<file path="src/hdl/lfpb_pkg.sv">
// shared types and constants of the lidar frame parser
package lfpb_pkg;

  // fixed frame layout before the point block
  localparam int LAST_HEADER_POS = 2;
  localparam int POS_START_HIGH  = 5;
  localparam int POS_START_LOW   = 6;
  localparam int POINTS_START    = 7;

  // angle constants, start/end angles in 1/100 degree, bins in 1/800 degree
  localparam logic [19:0] FULL_TURN      = 20'd288000;
  localparam logic [15:0] WRAP_START_MIN = 16'd35000;
  localparam logic [15:0] WRAP_END_MAX   = 16'd1300;
  localparam logic [16:0] TURN_RAW       = 17'd36000;

  typedef enum logic [1:0] {
    REG_HEADER_FIRST  = 2'd0,
    REG_HEADER_SECOND = 2'd1,
    REG_LENGTH        = 2'd2
  } lfpb_reg_t;

  typedef struct packed {
    logic sum_clear;
    logic sum_add;
    logic start_hi;
    logic start_lo;
    logic end_hi;
    logic end_lo;
    logic dist_hi;
    logic mem_rd;
    logic mem_wr;
    logic mem_acc;
    logic emit_init;
    logic emit_calc;
    logic emit_load;
    logic emit_last;
    logic err_load;
  } lfpb_cmd_t;

  typedef struct packed {
    logic hdr_first_ok;
    logic hdr_second_ok;
    logic length_ok;
    logic sum_ok;
    logic out_free;
  } lfpb_status_t;

endpackage

</file>
<file path="src/hdl/lfpb_ctrl.sv">
// controller: frame position tracking and bin emission sequencing
module lfpb_ctrl #(
  parameter int POINTS_PER_FRAME = 16,
  parameter int BIN_COUNT        = 8,
  parameter int BIN_W            = 3
) (
  input  logic                 clk,
  input  logic                 rst,
  input  logic                 in_valid,
  output logic                 in_stall,
  input  lfpb_pkg::lfpb_status_t status,
  output lfpb_pkg::lfpb_cmd_t  cmd,
  output logic [BIN_W-1:0]     bin_sel
);
  import lfpb_pkg::*;

  localparam int END_HIGH_POS = POINTS_START + 3 * POINTS_PER_FRAME;
  localparam int CHECK_POS    = END_HIGH_POS + 2;
  localparam int POS_W        = $clog2(CHECK_POS + 1);
  localparam int P_W          = $clog2(POINTS_PER_FRAME);
  localparam logic [BIN_W-1:0] BIN_LAST = BIN_W'(BIN_COUNT - 1);

  typedef enum logic [3:0] {
    ST_IDLE = 4'b0001,
    ST_CALC = 4'b0010,
    ST_LOAD = 4'b0100,
    ST_ERR  = 4'b1000
  } state_t;

  typedef enum logic [2:0] {
    PH_HIGH = 3'b001,
    PH_LOW  = 3'b010,
    PH_INT  = 3'b100
  } phase_t;

  state_t            state, state_next;
  phase_t            phase, phase_next;
  logic [POS_W-1:0]  pos, pos_next;
  logic [P_W-1:0]    pnt, pnt_next;
  logic [BIN_W-1:0]  bin, bin_next;
  logic [P_W:0]      bin_wide;
  logic              in_bins;
  logic              hdr_ok;
  logic              accept;
  logic              in_points;

  assign in_stall  = (state != ST_IDLE);
  assign accept    = in_valid && (state == ST_IDLE);
  assign bin_wide  = {1'b0, pnt} >> 1;
  assign in_bins   = (int'(bin_wide) < BIN_COUNT);
  assign bin_sel   = (state == ST_IDLE) ? BIN_W'(bin_wide) : bin;
  assign in_points = (pos >= POS_W'(POINTS_START)) && (pos < POS_W'(END_HIGH_POS));
  assign hdr_ok    = (pos == POS_W'(0)) ? status.hdr_first_ok :
                     (pos == POS_W'(1)) ? status.hdr_second_ok : status.length_ok;

  always_comb begin
    cmd        = '0;
    state_next = state;
    phase_next = phase;
    pos_next   = pos;
    pnt_next   = pnt;
    bin_next   = bin;
    unique case (state)
      ST_IDLE: begin
        if (accept) begin
          if (pos <= POS_W'(LAST_HEADER_POS)) begin
            // a wrong header byte restarts without being rechecked
            if (hdr_ok) begin
              cmd.sum_add = 1'b1;
              pos_next    = pos + POS_W'(1);
            end else begin
              cmd.sum_clear = 1'b1;
              pos_next      = '0;
            end
          end else if (pos == POS_W'(CHECK_POS)) begin
            cmd.sum_clear = 1'b1;
            pos_next      = '0;
            if (status.sum_ok) begin
              cmd.emit_init = 1'b1;
              bin_next      = '0;
              state_next    = ST_CALC;
            end else begin
              state_next = ST_ERR;
            end
          end else begin
            cmd.sum_add = 1'b1;
            pos_next    = pos + POS_W'(1);
            if (pos == POS_W'(POS_START_HIGH)) cmd.start_hi = 1'b1;
            if (pos == POS_W'(POS_START_LOW)) begin
              cmd.start_lo = 1'b1;
              pnt_next     = '0;
              phase_next   = PH_HIGH;
            end
            if (pos == POS_W'(END_HIGH_POS)) cmd.end_hi = 1'b1;
            if (pos == POS_W'(END_HIGH_POS + 1)) cmd.end_lo = 1'b1;
            if (in_points) begin
              unique case (phase)
                PH_HIGH: begin
                  cmd.dist_hi = 1'b1;
                  // fetch the bin sum now so the low byte can accumulate
                  cmd.mem_rd  = in_bins;
                  phase_next  = PH_LOW;
                end
                PH_LOW: begin
                  cmd.mem_wr  = in_bins;
                  cmd.mem_acc = pnt[0];
                  phase_next  = PH_INT;
                end
                PH_INT: begin
                  pnt_next   = pnt + P_W'(1);
                  phase_next = PH_HIGH;
                end
                default: phase_next = PH_HIGH;
              endcase
            end
          end
        end
      end
      ST_CALC: begin
        cmd.emit_calc = 1'b1;
        state_next    = ST_LOAD;
      end
      ST_LOAD: begin
        if (status.out_free) begin
          cmd.emit_load = 1'b1;
          cmd.emit_last = (bin == BIN_LAST);
          if (bin == BIN_LAST) begin
            state_next = ST_IDLE;
          end else begin
            bin_next   = bin + BIN_W'(1);
            state_next = ST_CALC;
          end
        end
      end
      ST_ERR: begin
        if (status.out_free) begin
          cmd.err_load = 1'b1;
          state_next   = ST_IDLE;
        end
      end
      default: state_next = ST_IDLE;
    endcase
  end

  always_ff @(posedge clk) begin
    if (rst) begin
      state <= ST_IDLE;
      phase <= PH_HIGH;
      pos   <= '0;
      pnt   <= '0;
      bin   <= '0;
    end else begin
      state <= state_next;
      phase <= phase_next;
      pos   <= pos_next;
      pnt   <= pnt_next;
      bin   <= bin_next;
    end
  end

endmodule

</file>
<file path="src/hdl/lfpb_dp.sv">
// datapath: config registers, checksum, bin sum memory, angle math, result register
module lfpb_dp #(
  parameter int POINTS_PER_FRAME = 16,
  parameter int BIN_COUNT        = 8,
  parameter int BIN_W            = 3
) (
  input  logic                   clk,
  input  logic                   rst,
  input  logic                   cfg_write,
  input  logic [1:0]             cfg_index,
  input  logic [7:0]             cfg_data,
  input  logic [7:0]             rx_byte,
  input  lfpb_pkg::lfpb_cmd_t    cmd,
  input  logic [BIN_W-1:0]       bin_sel,
  output lfpb_pkg::lfpb_status_t status,
  input  logic                   out_stall,
  output logic                   out_valid,
  output logic [19:0]            bin_angle,
  output logic [15:0]            bin_distance,
  output logic [2:0]             bin_number,
  output logic                   checksum_error,
  output logic                   last_of_frame
);
  import lfpb_pkg::*;

  // S*(B-m) + E*m stays below B * 2^17
  localparam int NUM_W  = 17 + $clog2(BIN_COUNT);
  localparam int X_W    = NUM_W + 3;
  // reciprocal precision: x * error < 2^K keeps the quotient exact
  localparam int K      = X_W + $clog2(BIN_COUNT) + 1;
  localparam int R_W    = K + 1;
  localparam int PROD_W = X_W + R_W;
  localparam longint unsigned RECIP_L = ((64'd1 << K) + BIN_COUNT - 1) / BIN_COUNT;
  localparam logic [R_W-1:0] RECIP_V = R_W'(RECIP_L);

  logic [7:0]        hdr_first, hdr_second, length_val;
  logic [7:0]        running_sum;
  logic [15:0]       start_raw;
  logic [7:0]        end_hi, end_lo, dist_hi;
  logic [16:0]       pair_mem [BIN_COUNT];
  logic [16:0]       rd_data;
  logic [16:0]       acc_value;
  logic [15:0]       end_raw;
  logic [16:0]       e_adj;
  logic [NUM_W-1:0]  num;
  logic [X_W-1:0]    num_x;
  logic [PROD_W-1:0] prod;
  logic [19:0]       ang_q, ang_w;
  logic              has_pts;
  logic [15:0]       dist_w;

  assign status.hdr_first_ok  = (rx_byte == hdr_first);
  assign status.hdr_second_ok = (rx_byte == hdr_second);
  assign status.length_ok     = (rx_byte == length_val);
  assign status.sum_ok        = (rx_byte == running_sum);
  assign status.out_free      = !out_valid || !out_stall;

  always_ff @(posedge clk) begin
    if (rst) begin
      hdr_first  <= 8'd170;
      hdr_second <= 8'd85;
      length_val <= 8'd44;
    end else if (cfg_write) begin
      unique case (cfg_index)
        REG_HEADER_FIRST:  hdr_first  <= cfg_data;
        REG_HEADER_SECOND: hdr_second <= cfg_data;
        REG_LENGTH:        length_val <= cfg_data;
        default: ;
      endcase
    end
  end

  always_ff @(posedge clk) begin
    if (rst) begin
      running_sum <= '0;
    end else if (cmd.sum_clear) begin
      running_sum <= '0;
    end else if (cmd.sum_add) begin
      running_sum <= running_sum + rx_byte;
    end
  end

  always_ff @(posedge clk) begin
    if (cmd.start_hi) start_raw[15:8] <= rx_byte;
    if (cmd.start_lo) start_raw[7:0]  <= rx_byte;
    if (cmd.end_hi)   end_hi          <= rx_byte;
    if (cmd.end_lo)   end_lo          <= rx_byte;
    if (cmd.dist_hi)  dist_hi         <= rx_byte;
  end

  // the first point of a bin overwrites, the second adds to it
  assign acc_value = (cmd.mem_acc ? rd_data : 17'd0) + {1'b0, dist_hi, rx_byte};

  always_ff @(posedge clk) begin
    if (cmd.mem_wr) pair_mem[bin_sel] <= acc_value;
    if (cmd.mem_rd || cmd.emit_calc) rd_data <= pair_mem[bin_sel];
  end

  assign end_raw = {end_hi, end_lo};
  assign num_x   = {num, 3'b000};

  // num walks from S*B in steps of E - S, one step per bin
  always_ff @(posedge clk) begin
    if (cmd.emit_init) begin
      if (start_raw > WRAP_START_MIN && end_raw < WRAP_END_MAX) begin
        e_adj <= {1'b0, end_raw} + TURN_RAW;
      end else begin
        e_adj <= {1'b0, end_raw};
      end
      num <= NUM_W'(start_raw * BIN_COUNT);
    end else if (cmd.emit_load) begin
      num <= num + NUM_W'(e_adj) - NUM_W'(start_raw);
    end
    if (cmd.emit_calc) prod <= PROD_W'(num_x) * PROD_W'(RECIP_V);
  end

  assign ang_q   = prod[K +: 20];
  assign ang_w   = (ang_q > FULL_TURN) ? ang_q - FULL_TURN : ang_q;
  assign has_pts = (int'({bin_sel, 1'b0}) < POINTS_PER_FRAME);
  assign dist_w  = has_pts ? rd_data[16:1] : 16'd0;

  always_ff @(posedge clk) begin
    if (rst) begin
      out_valid <= 1'b0;
    end else if (cmd.emit_load || cmd.err_load) begin
      out_valid <= 1'b1;
    end else if (!out_stall) begin
      out_valid <= 1'b0;
    end
  end

  always_ff @(posedge clk) begin
    if (cmd.emit_load) begin
      bin_angle      <= ang_w;
      bin_distance   <= dist_w;
      bin_number     <= 3'(bin_sel);
      checksum_error <= 1'b0;
      last_of_frame  <= cmd.emit_last;
    end else if (cmd.err_load) begin
      bin_angle      <= '0;
      bin_distance   <= '0;
      bin_number     <= '0;
      checksum_error <= 1'b1;
      last_of_frame  <= 1'b1;
    end
  end

endmodule

</file>
<file path="src/hdl/lidar_frame_parser_binner.sv">
// top level of the lidar serial frame parser and point binner
//
//   channel  direction  handshake              payload
//   config   in         cfg_write              cfg_index, cfg_data
//   input    in         in_valid / in_stall    rx_byte
//   output   out        out_valid / out_stall  bin_angle, bin_distance, bin_number,
//                                              checksum_error, last_of_frame
//
// every byte is taken without a stall while the parser is between checksum bytes
// a good checksum byte stalls input while each bin passes through ST_CALC, for the
// bin memory read and reciprocal multiply, and ST_LOAD, to load the result
// a bad checksum byte stalls input in ST_ERR until the error result loads
// out_stall holds the sequencer until the result register frees up
// rst is synchronous and loads the default header values; the bin memory needs no clear
module lidar_frame_parser_binner #(
  parameter int POINTS_PER_FRAME = 16,
  parameter int BIN_COUNT        = 8
) (
  input  logic        clk,
  input  logic        rst,
  input  logic        cfg_write,
  input  logic [1:0]  cfg_index,
  input  logic [7:0]  cfg_data,
  input  logic        in_valid,
  output logic        in_stall,
  input  logic [7:0]  rx_byte,
  output logic        out_valid,
  input  logic        out_stall,
  output logic [19:0] bin_angle,
  output logic [15:0] bin_distance,
  output logic [2:0]  bin_number,
  output logic        checksum_error,
  output logic        last_of_frame
);
  import lfpb_pkg::*;

  localparam int BIN_W = (BIN_COUNT > 1) ? $clog2(BIN_COUNT) : 1;

  lfpb_cmd_t        cmd;
  lfpb_status_t     status;
  logic [BIN_W-1:0] bin_sel;

  lfpb_ctrl #(
    .POINTS_PER_FRAME(POINTS_PER_FRAME),
    .BIN_COUNT(BIN_COUNT),
    .BIN_W(BIN_W)
  ) u_ctrl (
    .clk(clk),
    .rst(rst),
    .in_valid(in_valid),
    .in_stall(in_stall),
    .status(status),
    .cmd(cmd),
    .bin_sel(bin_sel)
  );

  lfpb_dp #(
    .POINTS_PER_FRAME(POINTS_PER_FRAME),
    .BIN_COUNT(BIN_COUNT),
    .BIN_W(BIN_W)
  ) u_dp (
    .clk(clk),
    .rst(rst),
    .cfg_write(cfg_write),
    .cfg_index(cfg_index),
    .cfg_data(cfg_data),
    .rx_byte(rx_byte),
    .cmd(cmd),
    .bin_sel(bin_sel),
    .status(status),
    .out_stall(out_stall),
    .out_valid(out_valid),
    .bin_angle(bin_angle),
    .bin_distance(bin_distance),
    .bin_number(bin_number),
    .checksum_error(checksum_error),
    .last_of_frame(last_of_frame)
  );

endmodule

</file>
<file path="config.mk">
export PLATFORM = sky130hd
export DESIGN_NAME = lidar_frame_parser_binner
export DESIGN_NICKNAME = d
export VERILOG_FILES = /design/src/hdl/lfpb_pkg.sv /design/src/hdl/lfpb_ctrl.sv /design/src/hdl/lfpb_dp.sv /design/src/hdl/lidar_frame_parser_binner.sv
export SDC_FILE = /design/constraint.sdc
export NUM_CORES = 1
export LEC_CHECK = 0
export BUFFER_PORTS_ARGS = -buffer_cell sky130_fd_sc_hd__buf_4
export CAP_MARGIN = 10
export CELL_PAD_IN_SITES_DETAIL_PLACEMENT = 2
export CELL_PAD_IN_SITES_GLOBAL_PLACEMENT = 2
export CORE_MARGIN = 5
export CORE_UTILIZATION = 43
export CTS_CLUSTER_DIAMETER = 120
export DETAILED_ROUTE_END_ITERATION = 6
export PLACE_DENSITY_LB_ADDON = 0.25
export SYNTH_ARGS = -nofsm -noshare
export SYNTH_HDL_FRONTEND = slang
export SYNTH_SLANG_ARGS = --single-unit
</file>
<file path="constraint.sdc">
create_clock -name clk -period 6 [get_ports clk]
set_clock_uncertainty 0.2 [all_clocks]
set_input_delay 1.5 -clock clk [delete_from_list [all_inputs] [get_ports clk]]
set_output_delay 1.5 -clock clk [all_outputs]
set_load 0.1 [all_outputs]
</file>
==> qor.csv, run 1 <==
stage,metric,value,unit
status,outcome,finished clean,
final_layout,Post-layout nets,1538,
route,Total Routed Length,53130,um
clocking,"Reg clk slew, reported paths",0.07,ns
route,DR vias/cell,5.963,
logic_synthesis,dominant synthesized flop cell,edfxtp_1,
logic_synthesis,Seq cells post-synth,344,
clocking,root buf cell,clkbuf_16,
global_route,all-layer global routing usage,0.2562,
power_and_ir_drop,Lkg Pwr,7.033,nW
clocking,CTS max path bufs,3,
logic_synthesis,post-synthesis sequential area ratio,0.6086,
floorplanning,total die area,41210,um^2
critical_path,CP Launch Type,register,
floorplanning,Cell Rows,70,
final_layout,ant diodes,0,
logic_synthesis,share of the synthesized area in the top cell type,0.5361,
placed_design,Cells after DPL,1869,
power_and_ir_drop,Sw Share,0.2034,
timing,RSZ-0062 raised after global routing,no,
final_layout,fillers,3574,
final_layout,Reg area,9749,um^2
clocking,TritonCTS Sinks,344,
global_route,initial antenna violation count,2,
floorplanning,Die Ht,203.0,um
timing,Worst-Margin Slew,1.232,ns
critical_path,critical path type,reg -> reg,
logic_synthesis,number of flops mapped to enable cells by yosys,286,
min_path,Worst Hold Class,reg -> reg,
logic_synthesis,post-synthesis async set-or-reset flop share,0,
power_and_ir_drop,design internal power,0.004105,W
logic_synthesis,Mapped Area,16020,um^2
route,DR pass1 iterations,5,
critical_path,Reg2Reg Depth,16,
floorplanning,die width,203.0,um
route,antenna-violating nets left,0,
global_route,GRT overflow,0,
final_layout,Area growth syn-to-layout,15.62,%
logic_synthesis,synthesized area per cell,11.78,um^2
clocking,CTS Hold Bufs,0,
global_route,vias in the first global route,12740,
logic_synthesis,Synth area leaders,"edfxtp_1 (54%), dfxtp_1 (7.2%), ha_1 (4.2%)",
global_route,first-pass GRT wire length,80350,um
route,Routed wire per std cell,27.39,um
timing,"Hold Violations, Final",0,
timing,Setup Total Neg Slack,0,ns
logic_synthesis,Yosys top cell by area,edfxtp_1,
final_layout,fin cells,1940,
timing,worst setup margin,0.2521,ns
placed_design,hpwl dp,35050,um
power_and_ir_drop,combinational share of power,0.018,
timing,max frequency,174.0,MHz
timing,Final Cycle Share,0.9580,
power_and_ir_drop,IR Drop Worst-Case VDD,0.2428,mV
route,drt initial violations,876,
final_layout,share of cells above drive strength 1,0.1264,
placed_design,port bufs,65,
timing,setup violators final,0,
power_and_ir_drop,Clock Power Share,0.483,
logic_synthesis,Yosys cell types,72,
clocking,setup repair bufs after CTS,0,
clocking,H-tree depth,2,
final_layout,multi-input logic area,5782,um^2
critical_path,CP Capture Type,register,
timing,Max-Slew Margin vs Limit,0.1577,
flow_run,max-cap check violation count,0,
min_path,hold depth,0,
floorplanning,starting density of the core,0.4365,
placed_design,Place WS,-0.07744,ns
critical_path,worst path arrival time,5.78,ns
global_route,pin count of the biggest net entering global routing,42,
final_layout,"commonest non-fill, non-tap cells in the layout","edfxtp_1 (286), nand2_1 (144), inv_1 (101)",
clocking,CTS tree,yes,
floorplanning,I/O pin count,66,
timing,max-slew violations,0,
timing,min cycle time layout,5.748,ns
floorplanning,total core area,36700,um^2
logic_synthesis,Mapped Nets,1455,
critical_path,Critical Path RT,6.03,ns
route,total number of vias,11570,
critical_path,worst-path fanout max,9,
placed_design,Placer Congestion,0.8183,
power_and_ir_drop,Cell Pwr Density,278.2,nW/um^2
clocking,CTS Buf Count,39,
route,drt drc,0,
final_layout,"commonest non-fill, non-tap cell in the layout",edfxtp_1,
power_and_ir_drop,Sw Pwr,0.001048,W
clocking,"Clk Latency, worst-skew pair",0.55,ns
power_and_ir_drop,share of total power in sequential cells,0.499,
logic_synthesis,warnings from Yosys,0,
logic_synthesis,Gate Count Post-Synth,1360,
metal layers:
layer | vias up | global-route usage | part of all wire
met2 | 412 | 0.4479 | 0.50
li1 | 5083 | - | -
met4 | 0 | 0.09058 | 0.031
met5 | - | 0 | 0
met1 | 5961 | 0.3242 | 0.41
met3 | 113 | 0.04121 | 0.056
per-stage QoR:
stage | total power [W] | hold WS, ns | utilization | cell area, um^2
floorplan | 0.002667 | 0.2003 | - | 16020
global placement | 0.002707 | 0.2053 | 0.4682 | 17180
detailed placement | 0.002712 | 0.2156 | 0.4682 | 17180
CTS | 0.005195 | 0.2304 | 0.5039 | 18490
global route | 0.005307 | 0.2514 | 0.5047 | 18520
finish | 0.005153 | 0.2292 | 0.5047 | 18520
power groups by stage:
stage / combinational (W) / sequential [W] / clock, W
2_1_floorplan: 0.0000457 / 0.00262 / 0
3_3_place_gp: 0.0000842 / 0.00262 / 0
3_5_place_dp: 0.0000891 / 0.00262 / 0
4_1_cts: 0.0000913 / 0.00257 / 0.00253
5_1_grt: 0.0000976 / 0.00257 / 0.00264
6_report: 0.0000905 / 0.00257 / 0.00249
cells by family (layout without fill, tap and decap cells):
logic type      Yosys count  in the layout  share of synthesized area
flops                   344            344                     0.6086
compound gates          301            301                     0.1183
mux                      30             30                    0.01921
other cells               1              1                  0.0002341
xor+xnor                 58             58                    0.03171
simple gates            400            400                     0.1202
buf+inv                 154            266                    0.03702
fa+ha+maj                72             72                    0.06467
what timing repair did:
action                                  CTS  global route
resized for setup                         0             2
hold endpoints to repair                  0             0
endpoints found under the setup margin    0            16
final cells by class:
cell class / instances / area share
multi-input combinational: 862 / 0.3122
timing repair buffer: 94 / 0.03851
clock buffer: 52 / 0.05749
clock inverter: 18 / 0.01317
sequential: 344 / 0.5264
tap: 468 / 0.03162
inverter: 102 / 0.02067
sequential cells by signal, indices dropped and copies added, names as in the netlist, 4 cells and up:
signal	flops
u_dp.num	20
u_dp.e_adj	17
u_dp.dist_hi	8
u_ctrl.pnt	4
u_dp.prod	20
u_dp.end_lo	8
u_dp.pair_mem	136
u_dp.hdr_first	8
u_dp.end_hi	8
u_dp.running_sum	8
u_dp.bin_distance	16
u_ctrl.state	4
u_dp.bin_angle	20
u_dp.length_val	8
u_dp.rd_data	17
u_dp.hdr_second	8
u_dp.start_raw	16
u_ctrl.pos	6
synth_stat cells (6+ instances only):
master    instances
a21o_1           22
xor2_1           19
mux2i_1          24
edfxtp_1        286
nand2_1         144
nor2b_1          13
nor2_1           96
nor4_1            7
nand2b_1         10
buf_1             6
clkbuf_1         41
or3_1             8
inv_1           101
o21a_1            6
a22oi_1          15
ha_1             54
dfxtp_1          58
a31oi_1           6
a211oi_1         19
a22o_1           14
o21ai_0          72
o22ai_1          11
xnor2_1          39
nor3_1           26
and3_1           45
a21oi_1          95
a211o_1          11
fa_1             18
nand3_1          13
worst max-delay path: stages (launching register included):
cell and delay (ns):
dfxtp_1 0.55, nor4b_2 0.49, and2_0 0.42, nand3_1 0.17, nor3_1 0.29, and3b_1 0.31, and3_1 0.19, ha_1 0.18
inv_1 0.07, fa_1 0.43, nor2b_1 0.17, o21ai_0 0.15, a21boi_0 0.37, o21ai_0 0.25, o31ai_1 0.37, o21ai_0 0.16
a2bb2oi_1 0.64
worst paths after layout:
check	start	endpoint	slack, ns
max	u_ctrl.state[0]	u_dp.pair_mem[3][14]	0.25
min	u_dp.end_lo[1]	u_dp.e_adj[1]	0.23
max reg2reg	u_ctrl.state[0]	u_dp.pair_mem[3][14]	0.25
min reg2reg	u_dp.end_lo[1]	u_dp.e_adj[1]	0.23
Power figures use the tool's default switching activity.
==> run 2, diff against run 1 <==
Settings changed: ABC_AREA from default to 1, CORE_UTILIZATION 43 to 42.
==> qor.csv, run 2 <==
stage,metric,value,unit,change
final_layout,share of cells above drive strength 1,0.1265,,about the same
clocking,CTS Buf Count,38,,-2.6%
critical_path,Worst path max stage delay,0.48,ns,-0.16 ns
logic_synthesis,synth cell count leaders,"edfxtp_1 (286), nand2_1 (207), inv_1 (198), nor2_1 (151), nand3_1 (77)",,
logic_synthesis,"count leader, synth",edfxtp_1,,
timing,Setup Total Neg Slack,0,ns,unchanged
clocking,root buf cell,clkbuf_16,,
logic_synthesis,post-synthesis async set-or-reset flop share,0,,unchanged
logic_synthesis,Mapped Area,15950,um^2,-0.46%
route,drt drc,0,,unchanged
route,total number of vias,12070,,+4.3%
global_route,vias in the first global route,13620,,+6.9%
final_layout,Area growth syn-to-layout,16.30,%,
timing,max frequency,183.4,MHz,+5.4%
logic_synthesis,share of the synthesized area in the top cell type,0.5386,,+0.002482
placed_design,Place WS,0.2434,ns,+0.3209 ns
critical_path,Critical Path RT,6.11,ns,+0.08 ns
floorplanning,Cell Rows,71,,+1.4%
timing,Max-Slew Margin vs Limit,0.2658,,+0.1081
power_and_ir_drop,Sw Share,0.2106,,+0.007276
logic_synthesis,Yosys top cell by area,edfxtp_1,,
final_layout,"commonest non-fill, non-tap cell in the layout",edfxtp_1,,
logic_synthesis,Yosys cell types,57,,-21%
critical_path,CP Launch Type,register,,
clocking,H-tree depth,2,,unchanged
logic_synthesis,post-synthesis sequential area ratio,0.6114,,+0.002818
floorplanning,die width,204.8,um,+0.90%
power_and_ir_drop,IR Drop Worst-Case VDD,0.1647,mV,-32%
final_layout,Post-layout nets,1670,,+8.6%
power_and_ir_drop,Cell Pwr Density,286.1,nW/um^2,+2.8%
floorplanning,I/O pin count,66,,unchanged
timing,Final Cycle Share,0.9086,,-0.04938
logic_synthesis,dominant synthesized flop cell,edfxtp_1,,
power_and_ir_drop,combinational share of power,0.019,,about the same
critical_path,CP Capture Type,register,,
final_layout,max FFs per register,136,,unchanged
timing,max-slew violations,0,,unchanged
global_route,first-pass GRT wire length,84920,um,+5.7%
route,antenna-violating nets left,0,,unchanged
power_and_ir_drop,design internal power,0.004188,W,+2.0%
timing,RSZ-0062 raised after global routing,no,,
logic_synthesis,Synth area leaders,"edfxtp_1 (54%), dfxtp_1 (7.3%), nand2_1 (4.9%)",,
clocking,CTS tree,yes,,
final_layout,fillers,3831,,+7.2%
clocking,CTS Hold Bufs,0,,unchanged
clocking,CTS max path bufs,3,,unchanged
timing,Worst-Margin Slew,1.100,ns,-0.1315 ns
placed_design,Placer Congestion,0.8361,,+2.2%
clocking,"Clk Latency, worst-skew pair",0.57,ns,+0.02 ns
min_path,Worst Hold Class,reg -> reg,,
logic_synthesis,synthesized area per cell,10.82,um^2,-8.2%
floorplanning,Die Ht,204.8,um,+0.90%
final_layout,largest reg by FF count,u_dp.pair_mem,,
global_route,pin count of the biggest net entering global routing,48,,+14%
logic_synthesis,Gate Count Post-Synth,1474,,+8.4%
status,outcome,finished clean,,
route,drt initial violations,757,,-14%
logic_synthesis,Mapped Nets,1569,,+7.8%
global_route,initial antenna violation count,1,,-1
route,DR pass1 iterations,5,,unchanged
timing,setup violators final,0,,unchanged
timing,worst setup margin,0.5484,ns,+0.2963 ns
clocking,TritonCTS Sinks,344,,unchanged
global_route,GRT overflow,0,,unchanged
critical_path,critical path type,reg -> reg,,
clocking,"Reg clk slew, reported paths",0.07,ns,about the same
flow_run,max-cap check violation count,0,,unchanged
power_and_ir_drop,Sw Pwr,0.001118,W,+6.6%
route,Routed wire per std cell,26.46,um,-3.4%
power_and_ir_drop,Lkg Pwr,7.484,nW,+6.4%
timing,"Hold Violations, Final",0,,unchanged
floorplanning,starting density of the core,0.4243,,-0.01218
critical_path,worst path arrival time,5.57,ns,-0.21 ns
power_and_ir_drop,share of total power in sequential cells,0.485,,-0.014
global_route,all-layer global routing usage,0.2692,,+0.01298
placed_design,port bufs,65,,unchanged
floorplanning,total die area,41960,um^2,+1.8%
placed_design,hpwl dp,37270,um,+6.4%
timing,min cycle time layout,5.452,ns,-0.2963 ns
power_and_ir_drop,Clock Power Share,0.496,,+0.013
logic_synthesis,warnings from Yosys,0,,unchanged
critical_path,"critical path, cell by cell","inv_1, ha_1, inv_1, nor3_1, nor2_1, nand2_1, nor2_1, inv_2, nor2_2, inv_2, nor2_1, ha_1, inv_1, fa_1, nand3b_1, nand2_1, a31oi_1, o21ai_1, a21boi_0, o21ai_0, xor2_2",,
route,Total Routed Length,56020,um,+5.4%
floorplanning,total core area,37580,um^2,+2.4%
final_layout,"commonest non-fill, non-tap cells in the layout","edfxtp_1 (286), nand2_1 (207), inv_1 (197)",,
critical_path,worst-path fanout max,17,,+8
route,DR vias/cell,5.702,,-4.4%
logic_synthesis,Seq cells post-synth,344,,unchanged
logic_synthesis,number of flops mapped to enable cells by yosys,286,,unchanged
critical_path,CP max stage cell,o21ai_0,,
run 2: changes by cell type in the layout (fill, tap and decap cells not counted), moves of 35 or more:
| cell | change |
|---|---|
| inv_1 | +96 |
| nand3_1 | +64 |
| nand2_1 | +63 |
| and3_1 | -44 |
| a22oi_1 | +35 |
| nor2_1 | +57 |
run 2: repair_timing:
item / in CTS / in global routing
buffers inserted: 0 / 0
endpoints found under the hold margin: 0 / 0
endpoints found under the setup margin: 0 / 16
gates resized for setup: 0 / 4
run 2: critical path, delay by kind of cell, from the launching register on:
| family | cells | cell delay (ns) |
|---|---|---|
| and+or+nand+nor | 8 | 1.23 |
| DFF | 1 | 0.47 |
| xor gates and xnor gates | 1 | 0.38 |
| buffers and inverters | 5 | 0.64 |
| AOI/OAI and AO/OA | 4 | 1.30 |
| adders and majority gates | 3 | 0.97 |
run 2: logic make-up (layout without fill, tap and decap cells):
family	after synthesis	after routing	synth area share
AND/OR/NAND/NOR	519	519	0.1434
flip-flops	344	344	0.6114
AO/OA/AOI/OAI	260	260	0.1008
buffers and inverters	241	372	0.05885
adder cells (fa/ha/maj)	72	72	0.06497
XOR/XNOR	37	37	0.02032
other	1	2	0.0002352
run 2: worst paths after layout:
check	cells past startpoint	endpoint	slack [ns]	startpoint
worst min-delay path	0	u_dp.e_adj[1]	0.24	u_dp.end_lo[1]
worst min register to register	0	u_dp.e_adj[1]	0.24	u_dp.end_lo[1]
worst max-delay path	21	u_dp.pair_mem[7][12]	0.55	u_ctrl.pos[1]
worst max register to register	21	u_dp.pair_mem[7][12]	0.55	u_ctrl.pos[1]
run 2: per-stage QoR:
step	total power [W]	util	cells	hold WS, ns	instance area (um^2)
2_1_floorplan	0.002675	-	1474	0.2003	15950
3_3_place_gp	0.002718	0.4561	2046	0.2044	17140
3_5_place_dp	0.002723	0.4561	2046	0.2194	17140
4_1_cts	0.005335	0.4929	2116	0.2347	18520
5_1_grt	0.005454	0.4934	2116	0.2341	18540
6_report	0.005306	0.4935	2117	0.2356	18540
run 2: layer usage:
metal	routed length [um]	GRT usage	vias to the layer above	part of all wire
li1	-	-	5325	-
met1	21950	0.3183	6207	0.39
met2	28540	0.4767	394	0.51
met4	2504	0.1223	0	0.045
met3	3023	0.05034	146	0.054
met5	0	0	-	0
run 2: layout make-up:
type                       count  area, um^2  area share
sequential                   344        9749      0.5257
multi-input combinational    889        5299      0.2857
clock buffer                  46        1041     0.05614
inverter                     212       795.8     0.04291
timing repair buffer          90       675.6     0.03643
tap                          511       639.4     0.03448
clock inverter                24       341.6     0.01842
antenna                        1       2.502   0.0001349
run 2: power by group through the flow:
stage	registers, W	clock network, W	logic [W]
2_1_floorplan	0.00262	0	0.0000510
3_3_place_gp	0.00263	0	0.0000921
3_5_place_dp	0.00263	0	0.0000970
4_1_cts	0.00257	0.00266	0.0000993
5_1_grt	0.00257	0.00277	0.000109
6_report	0.00257	0.00263	0.0000989
